## src/rtl/jbhe_pkg.sv

```systemverilog
package jbhe_pkg;

  typedef logic [15:0] code_t;
  typedef logic [4:0]  len_t;

  localparam int unsigned BLOCK_COEFS = 64;
  localparam int unsigned POS_W       = $clog2(BLOCK_COEFS);

  // Escape for a run of fifteen zeros, and the end-of-block code
  localparam code_t       ESC_CODE       = 16'hFF7;
  localparam len_t        ESC_LEN        = 5'd12;
  localparam code_t       EOB_CODE       = 16'hA;
  localparam len_t        EOB_LEN        = 5'd4;
  localparam logic [3:0]  ZERO_RUN_LIMIT = 4'd15;

  // Saturation limits for the DC difference and the AC values
  localparam logic signed [12:0] DC_LIM = 13'sd2047;
  localparam logic signed [12:0] AC_LIM = 13'sd1023;

  // DC size-category codes
  localparam code_t DC_CODE [12] = '{
    16'h2, 16'h3, 16'h4, 16'h0, 16'h5, 16'h6, 16'hE, 16'h1E, 16'h3E, 16'h7E, 16'hFE, 16'h1FE
  };
  localparam len_t DC_LEN [12] = '{
    5'd3, 5'd3, 5'd3, 5'd2, 5'd3, 5'd3, 5'd4, 5'd5, 5'd6, 5'd7, 5'd8, 5'd9
  };

  // AC run/size codes, row is run, column is size - 1
  localparam code_t AC_CODE [16][10] = '{
    '{16'h0, 16'h1, 16'h4, 16'hB, 16'h1A, 16'h38, 16'h78, 16'h3F6, 16'hFF82, 16'hFF83},
    '{16'hC, 16'h39, 16'h79, 16'h1F6, 16'h7F6, 16'hFF84, 16'hFF85, 16'hFF86, 16'hFF87,
      16'hFF88},
    '{16'h1B, 16'hF8, 16'h3F7, 16'hFF89, 16'hFF8A, 16'hFF8B, 16'hFF8C, 16'hFF8D, 16'hFF8E,
      16'hFF8F},
    '{16'h3A, 16'h1F7, 16'h7F7, 16'hFF90, 16'hFF91, 16'hFF92, 16'hFF93, 16'hFF94, 16'hFF95,
      16'hFF96},
    '{16'h3B, 16'h3F8, 16'hFF97, 16'hFF98, 16'hFF99, 16'hFF9A, 16'hFF9B, 16'hFF9C, 16'hFF9D,
      16'hFF9E},
    '{16'h7A, 16'h3F9, 16'hFF9F, 16'hFFA0, 16'hFFA1, 16'hFFA2, 16'hFFA3, 16'hFFA4, 16'hFFA5,
      16'hFFA6},
    '{16'h7B, 16'h7F8, 16'hFFA7, 16'hFFA8, 16'hFFA9, 16'hFFAA, 16'hFFAB, 16'hFFAC, 16'hFFAD,
      16'hFFAE},
    '{16'hF9, 16'h7F9, 16'hFFAF, 16'hFFB0, 16'hFFB1, 16'hFFB2, 16'hFFB3, 16'hFFB4, 16'hFFB5,
      16'hFFB6},
    '{16'hFA, 16'h7FC0, 16'hFFB7, 16'hFFB8, 16'hFFB9, 16'hFFBA, 16'hFFBB, 16'hFFBC, 16'hFFBD,
      16'hFFBE},
    '{16'h1F8, 16'hFFBF, 16'hFFC0, 16'hFFC1, 16'hFFC2, 16'hFFC3, 16'hFFC4, 16'hFFC5, 16'hFFC6,
      16'hFFC7},
    '{16'h1F9, 16'hFFC8, 16'hFFC9, 16'hFFCA, 16'hFFCB, 16'hFFCC, 16'hFFCD, 16'hFFCE, 16'hFFCF,
      16'hFFD0},
    '{16'h1FA, 16'hFFD1, 16'hFFD2, 16'hFFD3, 16'hFFD4, 16'hFFD5, 16'hFFD6, 16'hFFD7, 16'hFFD8,
      16'hFFD9},
    '{16'h3FA, 16'hFFDA, 16'hFFDB, 16'hFFDC, 16'hFFDD, 16'hFFDE, 16'hFFDF, 16'hFFE0, 16'hFFE1,
      16'hFFE2},
    '{16'h7FA, 16'hFFE3, 16'hFFE4, 16'hFFE5, 16'hFFE6, 16'hFFE7, 16'hFFE8, 16'hFFE9, 16'hFFEA,
      16'hFFEB},
    '{16'hFF6, 16'hFFEC, 16'hFFED, 16'hFFEE, 16'hFFEF, 16'hFFF0, 16'hFFF1, 16'hFFF2, 16'hFFF3,
      16'hFFF4},
    '{16'hFFF5, 16'hFFF6, 16'hFFF7, 16'hFFF8, 16'hFFF9, 16'hFFFA, 16'hFFFB, 16'hFFFC, 16'hFFFD,
      16'hFFFE}
  };

  localparam len_t AC_LEN [16][10] = '{
    '{5'd2, 5'd2, 5'd3, 5'd4, 5'd5, 5'd6, 5'd7, 5'd10, 5'd16, 5'd16},
    '{5'd4, 5'd6, 5'd7, 5'd9, 5'd11, 5'd16, 5'd16, 5'd16, 5'd16, 5'd16},
    '{5'd5, 5'd8, 5'd10, 5'd16, 5'd16, 5'd16, 5'd16, 5'd16, 5'd16, 5'd16},
    '{5'd6, 5'd9, 5'd11, 5'd16, 5'd16, 5'd16, 5'd16, 5'd16, 5'd16, 5'd16},
    '{5'd6, 5'd10, 5'd16, 5'd16, 5'd16, 5'd16, 5'd16, 5'd16, 5'd16, 5'd16},
    '{5'd7, 5'd10, 5'd16, 5'd16, 5'd16, 5'd16, 5'd16, 5'd16, 5'd16, 5'd16},
    '{5'd7, 5'd11, 5'd16, 5'd16, 5'd16, 5'd16, 5'd16, 5'd16, 5'd16, 5'd16},
    '{5'd8, 5'd11, 5'd16, 5'd16, 5'd16, 5'd16, 5'd16, 5'd16, 5'd16, 5'd16},
    '{5'd8, 5'd15, 5'd16, 5'd16, 5'd16, 5'd16, 5'd16, 5'd16, 5'd16, 5'd16},
    '{5'd9, 5'd16, 5'd16, 5'd16, 5'd16, 5'd16, 5'd16, 5'd16, 5'd16, 5'd16},
    '{5'd9, 5'd16, 5'd16, 5'd16, 5'd16, 5'd16, 5'd16, 5'd16, 5'd16, 5'd16},
    '{5'd9, 5'd16, 5'd16, 5'd16, 5'd16, 5'd16, 5'd16, 5'd16, 5'd16, 5'd16},
    '{5'd10, 5'd16, 5'd16, 5'd16, 5'd16, 5'd16, 5'd16, 5'd16, 5'd16, 5'd16},
    '{5'd11, 5'd16, 5'd16, 5'd16, 5'd16, 5'd16, 5'd16, 5'd16, 5'd16, 5'd16},
    '{5'd12, 5'd16, 5'd16, 5'd16, 5'd16, 5'd16, 5'd16, 5'd16, 5'd16, 5'd16},
    '{5'd16, 5'd16, 5'd16, 5'd16, 5'd16, 5'd16, 5'd16, 5'd16, 5'd16, 5'd16}
  };

endpackage

```

## src/rtl/jpeg_block_huffman_encoder_core.sv

```systemverilog
// Steps: a zero AC item passes idle and prep; a coded item passes idle, prep, one step
// per pending escape, run/size code and magnitude, plus one drain per byte (up to 2 per
// field), longer while out_ready is low. The last position adds the end code and pad byte.
// Throughput: one item at a time, set by the single shared bit packer (append or drain).
// Reset: rst_n synchronous, active low; clears position, zero run, pending escapes,
// the bit accumulator, the sequencer and the output valid.
module jpeg_block_huffman_encoder_core (
  input  logic               clk,
  input  logic               rst_n,
  input  logic               in_valid,
  output logic               in_ready,
  input  logic signed [11:0] in_coef,
  input  logic signed [11:0] in_predictor,
  input  logic               in_predictor_valid,
  output logic               out_valid,
  input  logic               out_ready,
  output logic [7:0]         out_byte,
  output logic               out_block_end
);

  // Sequencer codes
  localparam logic [2:0] S_IDLE = 3'd0;
  localparam logic [2:0] S_PREP = 3'd1;
  localparam logic [2:0] S_ESC  = 3'd2;
  localparam logic [2:0] S_CODE = 3'd3;
  localparam logic [2:0] S_MAG  = 3'd4;
  localparam logic [2:0] S_EOB  = 3'd5;
  localparam logic [2:0] S_PAD  = 3'd6;

  localparam int unsigned POS_W = jbhe_pkg::POS_W;
  localparam logic [POS_W-1:0] LAST_POS = POS_W'(jbhe_pkg::BLOCK_COEFS - 1);

  logic [2:0]        state_r, state_nxt;
  logic [POS_W-1:0]  position_r, position_nxt;
  logic [3:0]        zero_run_r, zero_run_nxt;
  logic [2:0]        pend_r, pend_nxt;
  logic [23:0]       acc_r, acc_nxt;
  logic [4:0]        cnt_r, cnt_nxt;
  logic signed [12:0] val_r, val_nxt;
  logic [3:0]        cat_r, cat_nxt;
  logic [10:0]       mag_r, mag_nxt;
  logic              out_valid_r, out_valid_nxt;
  logic [7:0]        out_byte_r, out_byte_nxt;
  logic              out_block_end_r, out_block_end_nxt;

  logic               is_dc, is_last, out_free, drain_go, app_go, pad_go;
  logic signed [12:0] lim, vc;
  logic [11:0]        v12, u12;
  logic [10:0]        absv, mask;
  logic [3:0]         cat_c, ac_col;
  jbhe_pkg::code_t    fld, fld_al;
  jbhe_pkg::len_t     len;

  assign is_dc    = (position_r == '0);
  assign is_last  = (position_r == LAST_POS);
  assign out_free = !out_valid_r || out_ready;
  assign in_ready = (state_r == S_IDLE);

  assign out_valid     = out_valid_r;
  assign out_byte      = out_byte_r;
  assign out_block_end = out_block_end_r;

  // Saturation, size category and magnitude bits of the held value
  always_comb begin
    lim = is_dc ? jbhe_pkg::DC_LIM : jbhe_pkg::AC_LIM;
    if (val_r > lim) begin
      vc = lim;
    end else if (val_r < -lim) begin
      vc = -lim;
    end else begin
      vc = val_r;
    end
    v12  = vc[11:0];
    absv = v12[11] ? 11'(-v12) : v12[10:0];
    cat_c = 4'd0;
    for (int i = 0; i < 11; i++) begin
      if (absv[i]) cat_c = 4'(i + 1);
    end
    u12  = v12[11] ? (v12 - 12'd1) : v12;
    mask = ~(11'h7FF << cat_c);
  end

  // Field selection for the shared packer
  assign ac_col = cat_r - 4'd1;
  always_comb begin
    unique case (state_r)
      S_ESC: begin
        fld = jbhe_pkg::ESC_CODE;
        len = jbhe_pkg::ESC_LEN;
      end
      S_CODE: begin
        fld = is_dc ? jbhe_pkg::DC_CODE[cat_r] : jbhe_pkg::AC_CODE[zero_run_r][ac_col];
        len = is_dc ? jbhe_pkg::DC_LEN[cat_r]  : jbhe_pkg::AC_LEN[zero_run_r][ac_col];
      end
      S_MAG: begin
        fld = {5'd0, mag_r};
        len = {1'b0, cat_r};
      end
      S_EOB: begin
        fld = jbhe_pkg::EOB_CODE;
        len = jbhe_pkg::EOB_LEN;
      end
      default: begin
        fld = '0;
        len = '0;
      end
    endcase
    fld_al = fld << (5'd16 - len);
  end

  // Shared packer: drain a byte when eight bits are held, else append a field
  assign drain_go = (cnt_r >= 5'd8) && out_free;
  assign app_go   = (cnt_r < 5'd8) && ((state_r == S_ESC) || (state_r == S_CODE) ||
                                       (state_r == S_MAG) || (state_r == S_EOB));
  assign pad_go   = (cnt_r < 5'd8) && (state_r == S_PAD) && out_free;

  always_comb begin
    state_nxt         = state_r;
    position_nxt      = position_r;
    zero_run_nxt      = zero_run_r;
    pend_nxt          = pend_r;
    acc_nxt           = acc_r;
    cnt_nxt           = cnt_r;
    val_nxt           = val_r;
    cat_nxt           = cat_r;
    mag_nxt           = mag_r;
    out_valid_nxt     = out_valid_r;
    out_byte_nxt      = out_byte_r;
    out_block_end_nxt = out_block_end_r;

    if (out_valid_r && out_ready) out_valid_nxt = 1'b0;

    if (drain_go) begin
      out_valid_nxt     = 1'b1;
      out_byte_nxt      = acc_r[23:16];
      out_block_end_nxt = 1'b0;
      acc_nxt           = acc_r << 8;
      cnt_nxt           = cnt_r - 5'd8;
    end else if (app_go) begin
      acc_nxt = acc_r | ({fld_al, 8'h00} >> cnt_r);
      cnt_nxt = cnt_r + len;
    end

    unique case (state_r)
      S_IDLE: begin
        if (in_valid) begin
          if (is_dc && in_predictor_valid) begin
            val_nxt = 13'(in_predictor) - 13'(in_coef);
          end else begin
            val_nxt = 13'(in_coef);
          end
          state_nxt = S_PREP;
        end
      end
      S_PREP: begin
        cat_nxt = cat_c;
        mag_nxt = u12[10:0] & mask;
        if (is_dc) begin
          zero_run_nxt = '0;
          pend_nxt     = '0;
          state_nxt    = S_CODE;
        end else if (val_r == '0) begin
          // zero AC: extend the run, turning fifteen zeros into a pending escape
          if (zero_run_r + 4'd1 >= jbhe_pkg::ZERO_RUN_LIMIT) begin
            zero_run_nxt = '0;
            pend_nxt     = pend_r + 3'd1;
          end else begin
            zero_run_nxt = zero_run_r + 4'd1;
          end
          if (is_last) begin
            state_nxt = S_EOB;
          end else begin
            position_nxt = position_r + POS_W'(1);
            state_nxt    = S_IDLE;
          end
        end else begin
          state_nxt = (pend_r != '0) ? S_ESC : S_CODE;
        end
      end
      S_ESC: begin
        if (app_go) begin
          pend_nxt = pend_r - 3'd1;
          if (pend_r == 3'd1) state_nxt = S_CODE;
        end
      end
      S_CODE: begin
        if (app_go) state_nxt = S_MAG;
      end
      S_MAG: begin
        if (app_go) begin
          zero_run_nxt = '0;
          if (is_last) begin
            state_nxt = S_EOB;
          end else begin
            position_nxt = position_r + POS_W'(1);
            state_nxt    = S_IDLE;
          end
        end
      end
      S_EOB: begin
        if (app_go) state_nxt = S_PAD;
      end
      S_PAD: begin
        // final byte padded with ones; block state cleared
        if (pad_go) begin
          out_valid_nxt     = 1'b1;
          out_byte_nxt      = acc_r[23:16] | (8'hFF >> cnt_r[2:0]);
          out_block_end_nxt = 1'b1;
          acc_nxt           = '0;
          cnt_nxt           = '0;
          position_nxt      = '0;
          zero_run_nxt      = '0;
          pend_nxt          = '0;
          state_nxt         = S_IDLE;
        end
      end
      default: state_nxt = S_IDLE;
    endcase
  end

  // Control state
  always_ff @(posedge clk) begin
    if (!rst_n) begin
      state_r     <= S_IDLE;
      position_r  <= '0;
      zero_run_r  <= '0;
      pend_r      <= '0;
      acc_r       <= '0;
      cnt_r       <= '0;
      out_valid_r <= 1'b0;
    end else begin
      state_r     <= state_nxt;
      position_r  <= position_nxt;
      zero_run_r  <= zero_run_nxt;
      pend_r      <= pend_nxt;
      acc_r       <= acc_nxt;
      cnt_r       <= cnt_nxt;
      out_valid_r <= out_valid_nxt;
    end
  end

  // Payload
  always_ff @(posedge clk) begin
    val_r           <= val_nxt;
    cat_r           <= cat_nxt;
    mag_r           <= mag_nxt;
    out_byte_r      <= out_byte_nxt;
    out_block_end_r <= out_block_end_nxt;
  end

  // Checks
  a_acc_bound: assert property (@(posedge clk) disable iff (!rst_n)
    cnt_r <= 5'd23)
    else $error("bit count beyond the accumulator");

  a_pend_bound: assert property (@(posedge clk) disable iff (!rst_n)
    pend_r <= 3'd4)
    else $error("pending escape count out of range");

  a_esc_pending: assert property (@(posedge clk) disable iff (!rst_n)
    (state_r == S_ESC) |-> (pend_r != '0))
    else $error("escape state with no pending escape");

  a_run_bound: assert property (@(posedge clk) disable iff (!rst_n)
    zero_run_r < jbhe_pkg::ZERO_RUN_LIMIT)
    else $error("zero run reached the escape limit");

  a_pad_end: assert property (@(posedge clk) disable iff (!rst_n)
    pad_go |=> (out_valid_r && out_block_end_r && position_r == '0))
    else $error("pad byte not presented as block end");

endmodule

```

## config.mk

```make
export PLATFORM = sky130hd
export DESIGN_NAME = jpeg_block_huffman_encoder_core
export DESIGN_NICKNAME = d
export VERILOG_FILES = /design/src/rtl/jbhe_pkg.sv /design/src/rtl/jpeg_block_huffman_encoder_core.sv
export SDC_FILE = /design/constraint.sdc
export NUM_CORES = 1
export LEC_CHECK = 0
export BUFFER_PORTS_ARGS = -buffer_cell sky130_fd_sc_hd__buf_2
export CAP_MARGIN = 20
export CORE_MARGIN = 5
export CORE_UTILIZATION = 65
export CTS_BUF_LIST = sky130_fd_sc_hd__clkbuf_4 sky130_fd_sc_hd__clkbuf_8 sky130_fd_sc_hd__clkbuf_16
export CTS_CLUSTER_DIAMETER = 100
export CTS_CLUSTER_SIZE = 24
export DETAILED_ROUTE_END_ITERATION = 10
export GPL_ROUTABILITY_DRIVEN = 1
export GPL_TIMING_DRIVEN = 0
export HOLD_SLACK_MARGIN = 0.1
export MAX_ROUTING_LAYER = met4
export PLACE_DENSITY = 0.83
export SYNTH_ARGS = -nofsm -noshare
export SYNTH_HDL_FRONTEND = slang
export SYNTH_SLANG_ARGS = --single-unit
```

## constraint.sdc

```tcl
create_clock -name clk -period 8.2 [get_ports clk]
set_clock_uncertainty 0.15 [all_clocks]
set_input_delay 0.41 -clock clk [delete_from_list [all_inputs] [get_ports clk]]
set_output_delay 0.41 -clock clk [all_outputs]
set_load 0.02 [all_outputs]
```

==> results.py <==
metrics = {
    "run_status": {
        "status": "finished, violations left",
        "violations": "design-rule violations",
    },
    "worst_setup_path": {
        "cp-startpoint": "cat_r[0]$_DFFE_PP_",
        "cp_max_fo": 19,
        "cp.arrival_ns": 7.91,
        "path_cells": "buf_2 > buf_2 > inv_1 > buf_2 > ha_1 > clkinv_1 > nor2_1 > o21ai_0 > o211ai_4 > inv_2 > buf_2 > ha_1 > inv_1 > nor4_1 > a21oi_2 > nand2_1 > a2111oi_0 > mux2i_1 > a221oi_1 > a211oi_1 > a21oi_1",
        "worstRegToRegCells": 21,
        "slowest_delay_ns": 0.78,
        "crit_family": "compound AO/OA/AOI/OAI gates",
        "critPathMostFrequentCell": "buf_2",
        "crit_buf_inv": 8,
        "r2r-start": "cat_r[0]$_DFFE_PP_",
        "cp.required_ns": 8.33,
        "worst_setup_path_end_kind": "register",
        "cp_num_cells": 21,
        "slowest_stage": "a221oi_1",
        "critical_path_class": "reg2reg",
        "worstSetupStartpointType": "register",
    },
    "placement": {
        "place_ws_ns": 0.4650,
        "dpl_cell_area_sq_mm": 0.01068,
        "finalWeightedCongestion": 1.141,
        "io_buffers": 39,
        "dp_hpwl_um": 28480,
        "dpl.cell_count": 1647,
    },
    "synth": {
        "synth_edf_count": 28,
        "ys_warn_count": 0,
        "synth_most_common_cell": "nand2_1",
        "synth.distinct_cells": 105,
        "yosysTopAreaCellShare_pct": 10.78,
        "ys.flop_type": "dfxtp_1",
        "synth_top_area_cell": "dfxtp_1",
        "synth_area_leaders": "dfxtp_1 (11%), edfxtp_1 (8.2%), ha_1 (6.5%), a21oi_1 (5.3%), nand2_1 (4.9%)",
        "ys_seq_elements": 83,
        "netlist_instances": 1396,
        "avgSynthCellArea_sq_um": 7.315,
        "ys_seq_area_share_pct": 19.01,
        "synth_common_cells": "nand2_1 (133), nor2_1 (131), a21oi_1 (108)",
        "synth.net_count": 1480,
        "async_reset_ff_share_pct": 0,
        "synth_area_sq_mm": 0.01021,
    },
    "sta": {
        "setup-tns-final_ns": 0,
        "period_needed_ns": 7.783,
        "setup_ws_ns": 0.4169,
        "hold_viol": 0,
        "holdWs_ns": 0.1960,
        "slew_headroom_pct": 31.29,
        "drv_slew": 0,
        "grt_setup_unrepaired": "false",
        "finalSetupViolCount": 0,
        "timing.final.crit_share_pct": 94.92,
        "worst_pin_slew_ns": 1.031,
        "fmax_ghz": 0.1285,
    },
    "final_layout": {
        "finalInstanceArea_sq_mm": 0.01097,
        "fin_util_pct": 71.63,
        "drive_gt1_share_pct": 11.24,
        "final_cells": 1661,
        "nNetsFinal": 1529,
        "area_growth_pct": 7.413,
        "diodes": 0,
    },
    "power": {
        "p_leak_nw": 4.137,
        "vdd_drop_max_v": 0.0002277,
        "p_per_area_mw_per_mm2": 369.3,
        "total_power_mw": 4.051,
    },
    "clock_tree": {
        "root_buffer": "clkbuf_16",
        "htreeDepth": 3,
        "cts_buffer_depth": 2,
        "cts_sinks": 83,
        "path_clk_slew_ns": 0.07,
        "cts_tree": "yes",
        "clk_latency_ns": 0.35,
        "cts_buffers": 9,
    },
    "grt": {
        "grt_max_degree": 18,
        "grt_pass1_vias": 11210,
        "gr-usage-all-layers_pct": 41.18,
        "grt_overflow": 0,
        "grt_pass1_wl_um": 59170,
        "antenna_found_initial": 0,
    },
    "min_path": {
        "hp-start": "in_coef[5]",
        "holdPathStages": 3,
        "min_path_type": "in2reg",
    },
    "floorplan": {
        "dieArea_sq_mm": 0.01832,
        "die_w_um": 135.3,
        "io_pins": 40,
        "die_h_um": 135.3,
        "core-area_sq_mm": 0.01531,
        "rows": 45,
        "start_util_pct": 66.68,
    },
    "drt": {
        "wirelength_um": 37690,
        "first_pass_iters": 11,
        "vias_per_cell": 7.360,
        "antenna_left": 0,
        "vias": 12230,
        "routedWlPerCell_um": 22.69,
        "drt-initial-drc-count": 2474,
        "drc": 14,
    },
    "run": {
        "maxCapViolCount": 0,
    },
}
layout by cell type (no fill, tap or decap), types with 24 or more instances in the layout:
| cell type | instances |
|---|---|
| nor2b_1 | 25 |
| nand2_1 | 133 |
| a31oi_1 | 25 |
| a211oi_1 | 34 |
| buf_2 | 68 |
| ha_1 | 53 |
| edfxtp_1 | 28 |
| nor3_1 | 36 |
| a21oi_1 | 108 |
| nor2_1 | 131 |
| nand3_1 | 39 |
| o21ai_0 | 99 |
| dfxtp_1 | 55 |
| inv_1 | 57 |
| clkbuf_1 | 61 |
| o211ai_1 | 24 |
worst register-to-register path: cells and delay by family, from the launching register on:
kind | cells | cell delay, ns
AOI/OAI and AO/OA | 7 | 3.09
and+or+nand+nor | 3 | 1.11
DFF | 1 | 0.42
muxes | 1 | 0.26
buffers and inverters | 8 | 1.94
adders and majority gates | 2 | 0.75
flip-flops by register name (all words and copies together) (netlist names):
name and flops:
out_block_end 1, out_byte 8, zero_run_r 4, val_r 13
state_r 3, position_r 6, acc_r 24, cat_r 4
out_valid 1, cnt_r 5, pend_r 3, mag_r 11
power by group:
| group | switching, mW | internal, mW |
|---|---|---|
| Clock | 0.183 | 0.210 |
| Sequential | 0.0990 | 0.590 |
| Combinational | 2.02 | 0.946 |
layer usage:
metal  vias up  wire, um  share of wire (%)  track usage [%]
met5         -         0                  0                -
met2      1011     15630                 41            59.65
met3       242      5408                 14            13.30
li1       5387         -                  -                -
met4         0      2243                6.0            18.65
met1      5585     14400                 38            52.33
path summary, 6_finish.rpt:
path	end	slack, ns
worst max-delay path	acc_r[8]$_SDFF_PN0_	0.42
worst min-delay path	val_r[5]$_DFFE_PP_	0.20
worst max register to register	acc_r[8]$_SDFF_PN0_	0.42
worst min register to register	out_block_end$_DFF_P_	0.29
what timing repair did:
action,in CTS,in global routing
hold buffers,0,0
resized for setup,0,7
setup endpoints to repair,0,19
setup buffers,0,0
final cells by class:
class,count,area [sq um]
Inverter,67,251.5
Clock buffer,9,225.2
Fill cell,1253,4345
Timing Repair Buffer,40,202.7
Sequential cell,83,1942
Tap cell,211,264.0
Clock inverter,7,61.31
Multi-Input combinational cell,1139,7547
Buffer,105,475.5
logic make-up (layout without fill, tap and decap cells):
group | after synthesis | in the layout | share of synthesized area, %
AOI/OAI and AO/OA | 536 | 536 | 37.00
xor gates and xnor gates | 25 | 25 | 2.475
adders and majority gates | 55 | 55 | 6.886
buffers and inverters | 174 | 228 | 7.155
DFF | 83 | 83 | 19.02
muxes | 28 | 28 | 3.773
and+or+nand+nor | 495 | 495 | 23.70
(Power assumes the default switching activity.)
